[src/hdl/abbc_pkg.sv]
// Shared types, constants and the check-word mix for the A/B boot counter advance block.
package abbc_pkg;

    localparam logic [15:0] REC_MAGIC  = 16'hB07E;
    localparam logic [31:0] MIX_SEED   = 32'h0000_6D3A;
    localparam logic [31:0] HALF_RANGE = 32'h8000_0000;

    typedef enum logic {
        SLOT_A = 1'b0,
        SLOT_B = 1'b1
    } t_slot;

    typedef struct packed {
        logic        valid;
        logic [31:0] count;
    } t_lane;

    typedef struct packed {
        logic        a_valid;
        logic        b_valid;
        t_slot       write_slot;
        logic [31:0] next_count;
    } t_merge;

    function automatic logic [15:0] mix16(input logic [31:0] c);
        logic [31:0] m;
        m = c ^ (c >> 16) ^ MIX_SEED;
        m = m ^ (m << 7);
        m = m ^ (m >> 11);
        m = m ^ (m >> 16);
        return m[15:0];
    endfunction

endpackage

[src/hdl/abbc_lane.sv]
// One slot check lane: magic, nonzero counter and check word, registered.
module abbc_lane
    import abbc_pkg::*;
(
    input  logic        i_clk,
    input  logic        i_en,
    input  logic [15:0] i_magic,
    input  logic [15:0] i_count_low,
    input  logic [15:0] i_count_high,
    input  logic [15:0] i_check,
    output t_lane       o_lane
);

    logic [31:0] w_count;
    t_lane       n_lane;
    t_lane       r_lane;

    assign w_count = {i_count_high, i_count_low};

    always_comb begin
        n_lane.count = w_count;
        n_lane.valid = (i_magic == REC_MAGIC) && (w_count != 32'd0)
                       && (i_check == mix16(w_count));
    end

    always_ff @(posedge i_clk) begin
        if (i_en) begin
            r_lane <= n_lane;
        end
    end

    assign o_lane = r_lane;

endmodule

[src/hdl/abbc_merge.sv]
// Merge stage: pick the newest valid counter (zero if none is valid), advance it and choose the slot to overwrite.
module abbc_merge
    import abbc_pkg::*;
(
    input  logic   i_clk,
    input  logic   i_en,
    input  t_lane  i_lane_a,
    input  t_lane  i_lane_b,
    output t_merge o_merge
);

    logic [31:0] w_diff;
    logic        w_b_newer;
    logic [31:0] w_prev;
    logic [31:0] w_inc;
    t_merge      n_merge;
    t_merge      r_merge;

    assign w_diff    = i_lane_b.count - i_lane_a.count;
    assign w_b_newer = (w_diff != 32'd0) && (w_diff < HALF_RANGE);

    always_comb begin
        w_prev             = 32'd0;
        n_merge.write_slot = SLOT_A;
        case ({i_lane_a.valid, i_lane_b.valid})
            2'b11: begin
                if (w_b_newer) begin
                    w_prev             = i_lane_b.count;
                    n_merge.write_slot = SLOT_A;
                end else begin
                    w_prev             = i_lane_a.count;
                    n_merge.write_slot = SLOT_B;
                end
            end
            2'b10: begin
                w_prev             = i_lane_a.count;
                n_merge.write_slot = SLOT_B;
            end
            2'b01: begin
                w_prev             = i_lane_b.count;
                n_merge.write_slot = SLOT_A;
            end
            default: begin
                w_prev             = 32'd0;
                n_merge.write_slot = SLOT_A;
            end
        endcase
        w_inc              = w_prev + 32'd1;
        n_merge.next_count = (w_inc == 32'd0) ? 32'd1 : w_inc;
        n_merge.a_valid    = i_lane_a.valid;
        n_merge.b_valid    = i_lane_b.valid;
    end

    always_ff @(posedge i_clk) begin
        if (i_en) begin
            r_merge <= n_merge;
        end
    end

    assign o_merge = r_merge;

endmodule

[src/hdl/ab_slot_boot_counter_advance_top.sv]
// Top level of the A/B slot boot counter advance block.
// Pipeline: an accepted word passes the lane, merge and output registers to its result word.
// Throughput: one word per cycle; the three stages advance together unless a
// finished result is stalled at the output register.
// Reset: synchronous, active low; clears the stage valid flags only.
module ab_slot_boot_counter_advance_top
    import abbc_pkg::*;
(
    input  logic        i_clk,
    input  logic        i_rst_n,
    input  logic        i_valid,
    output logic        o_stall,
    input  logic [15:0] i_a_magic,
    input  logic [15:0] i_a_count_low,
    input  logic [15:0] i_a_count_high,
    input  logic [15:0] i_a_check,
    input  logic [15:0] i_b_magic,
    input  logic [15:0] i_b_count_low,
    input  logic [15:0] i_b_count_high,
    input  logic [15:0] i_b_check,
    output logic        o_valid,
    input  logic        i_stall,
    output logic [31:0] o_next_count,
    output logic        o_write_slot,
    output logic [15:0] o_new_magic,
    output logic [15:0] o_new_check,
    output logic        o_a_valid,
    output logic        o_b_valid
);

    logic   w_en;
    logic   r_lane_vld;
    logic   r_merge_vld;
    logic   r_out_vld;
    t_lane  w_lane_a;
    t_lane  w_lane_b;
    t_merge w_merge;
    t_merge r_out;
    logic [15:0] r_check;

    assign w_en    = !(r_out_vld && i_stall);
    assign o_stall = !w_en;

    abbc_lane u_lane_a (
        .i_clk        (i_clk),
        .i_en         (w_en),
        .i_magic      (i_a_magic),
        .i_count_low  (i_a_count_low),
        .i_count_high (i_a_count_high),
        .i_check      (i_a_check),
        .o_lane       (w_lane_a)
    );

    abbc_lane u_lane_b (
        .i_clk        (i_clk),
        .i_en         (w_en),
        .i_magic      (i_b_magic),
        .i_count_low  (i_b_count_low),
        .i_count_high (i_b_count_high),
        .i_check      (i_b_check),
        .o_lane       (w_lane_b)
    );

    abbc_merge u_merge (
        .i_clk    (i_clk),
        .i_en     (w_en),
        .i_lane_a (w_lane_a),
        .i_lane_b (w_lane_b),
        .o_merge  (w_merge)
    );

    always_ff @(posedge i_clk) begin
        if (!i_rst_n) begin
            r_lane_vld  <= 1'b0;
            r_merge_vld <= 1'b0;
            r_out_vld   <= 1'b0;
        end else if (w_en) begin
            r_lane_vld  <= i_valid;
            r_merge_vld <= r_lane_vld;
            r_out_vld   <= r_merge_vld;
        end
    end

    always_ff @(posedge i_clk) begin
        if (w_en) begin
            r_out   <= w_merge;
            r_check <= mix16(w_merge.next_count);
        end
    end

    assign o_valid      = r_out_vld;
    assign o_next_count = r_out.next_count;
    assign o_write_slot = r_out.write_slot;
    assign o_new_magic  = REC_MAGIC;
    assign o_new_check  = r_check;
    assign o_a_valid    = r_out.a_valid;
    assign o_b_valid    = r_out.b_valid;

endmodule

[config.mk]
export PLATFORM = sky130hd
export DESIGN_NAME = ab_slot_boot_counter_advance_top
export DESIGN_NICKNAME = d
export VERILOG_FILES = /design/src/hdl/abbc_pkg.sv /design/src/hdl/abbc_lane.sv /design/src/hdl/abbc_merge.sv /design/src/hdl/ab_slot_boot_counter_advance_top.sv
export SDC_FILE = /design/constraint.sdc
export NUM_CORES = 1
export LEC_CHECK = 0
export BUFFER_PORTS_ARGS = -buffer_cell sky130_fd_sc_hd__clkbuf_2
export CAP_MARGIN = 30
export CORE_MARGIN = 2
export CORE_UTILIZATION = 53
export CTS_BUF_LIST = sky130_fd_sc_hd__clkbuf_4 sky130_fd_sc_hd__clkbuf_8
export CTS_CLUSTER_DIAMETER = 120
export CTS_CLUSTER_SIZE = 8
export DETAILED_ROUTE_END_ITERATION = 7
export PLACE_DENSITY_LB_ADDON = 0.15
export SYNTH_ARGS = -nofsm -noshare
export SYNTH_HDL_FRONTEND = slang
export SYNTH_SLANG_ARGS = --single-unit
[constraint.sdc]
create_clock -name i_clk -period 5.96 [get_ports i_clk]
set_clock_uncertainty 0.1 [all_clocks]
set_input_delay 0.298 -clock i_clk [delete_from_list [all_inputs] [get_ports i_clk]]
set_output_delay 0.298 -clock i_clk [all_outputs]
set_load 0.02 [all_outputs]
* After elaboration in Yosys (flattened, before gate mapping) *
Cells that the tools add are included.

word-level totals
  bits of input ports = 132
  flip-flop bits (word level) = 155
  logic and storage cells = 55
  output and inout bits = 69

operators by class
  $lt $le $gt $ge = 1
  muxes and demuxes = 4
  reduce and logical (&&, ||, !) cells = 10
  add/sub/neg operators = 2
  bitwise operators = 15
  equality and inequality tests = 7

operator list
  operator                 number
  $pmux W32 S3             1
  $reduce_bool A32 Y1      3
  $xor A32 B16 Y32         3
  $xor A32 B21 Y32         3
  $xor A32 B32 Y32         3
  $xor A16 B16 Y16         3
  $add A32 B1 Y32 const B  1
  $eq A16 B16 Y1           2
  $eq A16 B16 Y1 const B   2
  $logic_not A32 Y1        1
  $lt A32 B32 Y1 const B   1
  $mux W32                 1
  $sub A32 B32 Y32         1
  $not A9 Y9               3
  $logic_and A1 B1 Y1      6
  $eq A2 B2 Y1 const B     2
  $eq A2 B1 Y1 const B     1
  $pmux W1 S2              1
  $mux W1                  1

* Longest topological paths before layout *
  depth after elaboration = 7
  depth in mapped cells = 23
  depth with buffers taken out = 22

* Hierarchy *
A second synthesis with hierarchy kept.

second synthesis, totals
  cells, all modules = 1032
  area total of the unflattened synthesis = 10946.7 µm²

by module, submodules not included
  module                            seq. area each (µm²)  instances  area each (µm²)  cells an instance
  abbc_merge                        1051.0                1          5177.5           672
  abbc_lane                         991.0                 2          1732.9           119
  ab_slot_boot_counter_advance_top  1591.5                1          2303.5           122

* Least setup slack after synthesis *
OpenSTA, ideal clock, no wires.

  kind = register to register
  start = register u_lane_a.r_lane (netlist bit u_lane_a.o_lane[0])
  end = register u_merge.r_merge (netlist bit u_merge.o_merge[1]) (data pin)
  required time = 5.601 ns
  cell stages (with the launch flop) = 23
  data arrival time = 5.517 ns
  buffers on the path = 1
  period minus slack after synthesis = 5.876 ns
  slack = 0.084 ns
  setup time = 0.259 ns
  cells stage by stage = edfxtp_1 -> ha_1 -> fa_1 -> nand2b_1 -> a211oi_2 -> o21a_1 -> o21ai_0 -> a32o_1 -> nor4_1 -> nand4_1 -> nor3_4 -> o21ai_2 -> inv_2 -> a22o_1 -> ha_1 -> o21ai_2 -> or3b_1 -> buf_6 -> or4_4 -> a22oi_1 -> o211ai_1 -> or4b_1 -> o31a_1

between the ends
  cells in the longest elaborated chain, start to end = 7
  elaborated cells between the ends (all ways) = 8
  classes of those cells = 2 x add/sub; 1 x order compare; 2 x mux; 3 x reduce/logical

RTL lines
  what                                                          line              RTL
  from (decl)                                                   abbc_lane.sv:16   t_lane r_lane;
  from (signal assigned)                                        abbc_lane.sv:28   r_lane <= n_lane;
  $sub A32 B32 Y32                                              abbc_merge.sv:19  assign w_diff = i_lane_b.count - i_lane_a.count;
  $lt A32 B32 Y1 / $reduce_bool A32 Y1 (equally long branches)  abbc_merge.sv:20  assign w_b_newer = (w_diff != 32'd0) && (w_diff < HALF_RANGE);
  $logic_and A1 B1 Y1                                           abbc_merge.sv:20
  $mux W32                                                      abbc_merge.sv:27  if (w_b_newer) begin
  $pmux W32 S3 *                                                abbc_merge.sv:25  case ({i_lane_a.valid, i_lane_b.valid})
  $add A32 B1 Y32 *                                             abbc_merge.sv:48  w_inc = w_prev + 32'd1;
  $logic_not A32 Y1                                             abbc_merge.sv:49  n_merge.next_count = (w_inc == 32'd0) ? 32'd1 : w_inc;
  to (signal assigned)                                          abbc_merge.sv:56  r_merge <= n_merge;
  to (decl)                                                     abbc_merge.sv:17  t_merge r_merge;

Mark *: on every way between the ends. The rest lies on a longest branch, timed or not.
A chain may end at the register's enable or synchronous reset.

* Final worst setup path *
  start = register u_lane_b.r_lane (netlist bit u_lane_b.o_lane[14])
  end = register u_merge.r_merge (netlist bit u_merge.o_merge[1]) (data pin)

between the ends
  cells in the longest elaborated chain, start to end = 7
  elaborated cells between the ends (all ways) = 8
  classes of those cells = 2 x add/sub; 1 x order compare; 2 x mux; 3 x reduce/logical

RTL lines
  what                                                          line
  from (decl)                                                   abbc_lane.sv:16
  from (signal assigned)                                        abbc_lane.sv:28
  $sub A32 B32 Y32                                              abbc_merge.sv:19
  $lt A32 B32 Y1 / $reduce_bool A32 Y1 (equally long branches)  abbc_merge.sv:20
  $logic_and A1 B1 Y1                                           abbc_merge.sv:20
  $mux W32                                                      abbc_merge.sv:27
  $pmux W32 S3 *                                                abbc_merge.sv:25
  $add A32 B1 Y32 *                                             abbc_merge.sv:48
  $logic_not A32 Y1                                             abbc_merge.sv:49

Marks and branches as above.

==> reports/results.ini <==
[yosys]
avgSynthCellArea_um2=10.2
async_flop_share=0
synth_cell_type_count=87
synth_edf_count=152
synth_seq_area_share=0.429
ys_warn_count=0
synth_cells=1058
synth.cell_area_um2=10800
synth_seq_cells=155
ys.flop_type=edfxtp_1

[setup_path]
startpoint_type=flip-flop
endpoint_kind=flip-flop
crit_fanout=6
cp.arrival_ps=6020
cp.required_ps=6090
crit_type=flip-flop to flip-flop

[pwr]
power.leakage_nw=5.89
p_per_area_nw_per_um2=223
fin_total_pwr_w=0.00315
vdd_drop_max_uv=220

[route]
drtPass1Iterations=5
ant_nets=0
routedWlPerCell_um=20.6
drtIter0Drc=1087
routed_wl_um=35500
drc=0
routed-via-count=10200
via_per_inst=5.95

[timing]
slew_headroom=0.409
maxSlewViolCount=0
tns_ps=0
setup_slack_ps=63.7
grt_setup_unrepaired=true
fmax_mhz=170
finalHoldViolations=0
finalCritPeriodShare=0.989
whs_ps=27.7
min_period_ps=5900
setup_viol=0
worst_pin_slew_ps=886

[clock_network]
clk_latency_ps=470
htreeDepth=4
clock-sinks=155
cts_tree=built
clock_path_buffers=2
clockRootBuffer=clkbuf_8
clk_pin_slew_ps=100
cts_buffers=17

[final_layout]
final_area_um2=14100
area_growth_pct=30.8
final_nets=1599
drive_gt1_frac=0.319

[die]
die_height_um=147
rows=52
start_util=0.536
fp.dieArea_um2=21500
die_w_um=147
core_um2=20100
pin_count=201

[status]
status=complete, no violations

[global_routing]
grt_pass1_vias=9620
grt_pass1_wl_um=54200
antenna_found_initial=1
grt_max_degree=72
grtUsageTotal=0.329
grt_overflow=0

[placed_design]
post-place-ws_ps=-90.8
place.gp.congestion=0.960
placed_area_um2=13000
port_buffers=184
place_hpwl_um=28400

[flow_run]
cap_violations=0

[worst_hold_path]
hold_class=input pin to flip-flop

synthesized netlist by cell type, drive strengths merged (4+ instances only):
| master | count | share of area |
|---|---|---|
| buf | 28 | 0.018 |
| nand4b | 7 | 0.0057 |
| a211oi | 12 | 0.010 |
| o211ai | 10 | 0.0074 |
| mux2i | 5 | 0.0046 |
| and2 | 7 | 0.0041 |
| and3 | 9 | 0.0052 |
| xor2 | 39 | 0.032 |
| o31ai | 11 | 0.0081 |
| or4 | 8 | 0.0059 |
| nor3b | 4 | 0.0032 |
| a21o | 9 | 0.0063 |
| o2111ai | 7 | 0.0057 |
| nor3 | 22 | 0.012 |
| or2 | 10 | 0.0058 |
| clkbuf | 19 | 0.0066 |
| o21ai | 49 | 0.023 |
| nor4b | 4 | 0.0032 |
| or3 | 9 | 0.0052 |
| xnor2 | 160 | 0.13 |
| nand3 | 33 | 0.016 |
| a22o | 10 | 0.0082 |
| inv | 53 | 0.018 |
| nand2b | 12 | 0.0070 |
| nor2b | 6 | 0.0035 |
| a21oi | 59 | 0.029 |
| ha | 32 | 0.037 |
| nor2 | 46 | 0.016 |
| edfxtp | 152 | 0.42 |
| nor4 | 27 | 0.016 |
| a221oi | 4 | 0.0032 |
| a22oi | 13 | 0.0091 |
| and4 | 8 | 0.0067 |
| o32ai | 4 | 0.0032 |
| nand2 | 74 | 0.026 |
| a31oi | 7 | 0.0041 |
| o21a | 9 | 0.0063 |
| nand4 | 29 | 0.017 |
cell type report:
type                            instances  area, µm²
Inverter                               53        199
Antenna cell                            1       2.50
Clock buffer                           17        234
Tap cell                              270        338
Multi-Input combinational cell        817       5950
Clock inverter                         15        171
Timing Repair Buffer                  390       2580
Sequential cell                       155       4620
Fill cell                            1533       6000
stage by stage:
stage,util,cells
after floorplan,-,1072
after global placement,0.649,1639
after detailed placement,0.649,1639
after CTS,0.691,1709
after global routing,0.701,1717
final,0.701,1718
final timing paths:
| check | slack, ps | from | endpoint | depth (start not counted) |
|---|---|---|---|---|
| worst max register to register | 60 | u_lane_b.o_lane[14] | u_merge.o_merge[1] | 22 |
| worst min register to register | 340 | u_merge.o_merge[33] | o_b_valid | 0 |
| worst min-delay path | 30 | i_a_count_high[3] | u_lane_a.o_lane[19] | 1 |
| worst max-delay path | 60 | u_lane_b.o_lane[14] | u_merge.o_merge[1] | 22 |
logic make-up after synthesis:
logic type               count (synthesis)  share of synthesized area
flip-flops                             155                      0.429
buffers and inverters                  100                     0.0431
AO/OA/AOI/OAI                          244                      0.158
multiplexers                             6                    0.00569
other                                    2                   0.000697
XOR/XNOR                               199                      0.162
AND/OR/NAND/NOR                        319                      0.163
adder cells (fa/ha/maj)                 33                     0.0390
routing by layer:
metal / wire length (µm) / part of all wire / GRT usage / up-vias
met1: 14400 / 0.40 / 0.440 / 4828
met2: 16800 / 0.47 / 0.542 / 595
met5: 0 / 0 / 0 / -
met4: 1560 / 0.044 / 0.131 / 0
li1: - / - / - / 4692
met3: 2790 / 0.079 / 0.0506 / 110
sequential cells by signal (all words and copies together) (netlist names):
name,count
o_a_valid,1
r_lane_vld,1
u_lane_b.o_lane,33
o_next_count,32
r_merge_vld,1
u_merge.o_merge,35
u_lane_a.o_lane,33
o_write_slot,1
o_b_valid,1
o_valid,1
o_new_check,16
report_power, final:
group	switching [W]	internal (W)	leakage [nW]
logic	0.000564	0.000434	3.98
registers	0.0000539	0.00130	1.72
clock network	0.000478	0.000319	0.198
layout by cell type, fill, tap and decap left out, types with 12 or more instances in the layout:
cell type / synthesis / routed
a21oi_1: 57 / 50
a22oi_1: 13 / 12
buf_4: 17 / 166
clkbuf_2: 0 / 184
clkbuf_8: 0 / 17
conb_1: 2 / 16
dlygate4sd3_1: 0 / 37
edfxtp_1: 152 / 152
ha_1: 32 / 25
inv_1: 52 / 51
nand2_1: 74 / 72
nand3_1: 32 / 32
nand4_1: 28 / 28
nor2_1: 46 / 45
nor3_1: 20 / 19
nor4_1: 26 / 22
o21ai_0: 40 / 36
xnor2_1: 160 / 160
xor2_1: 39 / 39
timing repair:
action / 4_1_cts / 5_1_grt
buffers inserted: 6 / 3
pin swaps: 10 / 12
hold endpoints to repair: 33 / 5
resized for setup: 22 / 29
hold buffers: 32 / 5
setup endpoints to repair: 2 / 3
worst max-delay path, stage by stage (launching register included):
cell	delay, ps
edfxtp_1	500
ha_1	370
a21oi_1	200
o21ai_1	200
buf_4	190
nor2_1	80
nor4b_1	420
nor3_1	120
nor4_2	380
nand4_1	230
nor3_4	260
buf_6	150
o211ai_1	90
nand2_1	120
ha_2	180
o21ai_2	60
or3b_4	390
buf_4	180
nor3_4	200
xor2_1	110
or2_2	320
or4b_4	540
o31a_1	250
Power figures use the tool's default switching activity.
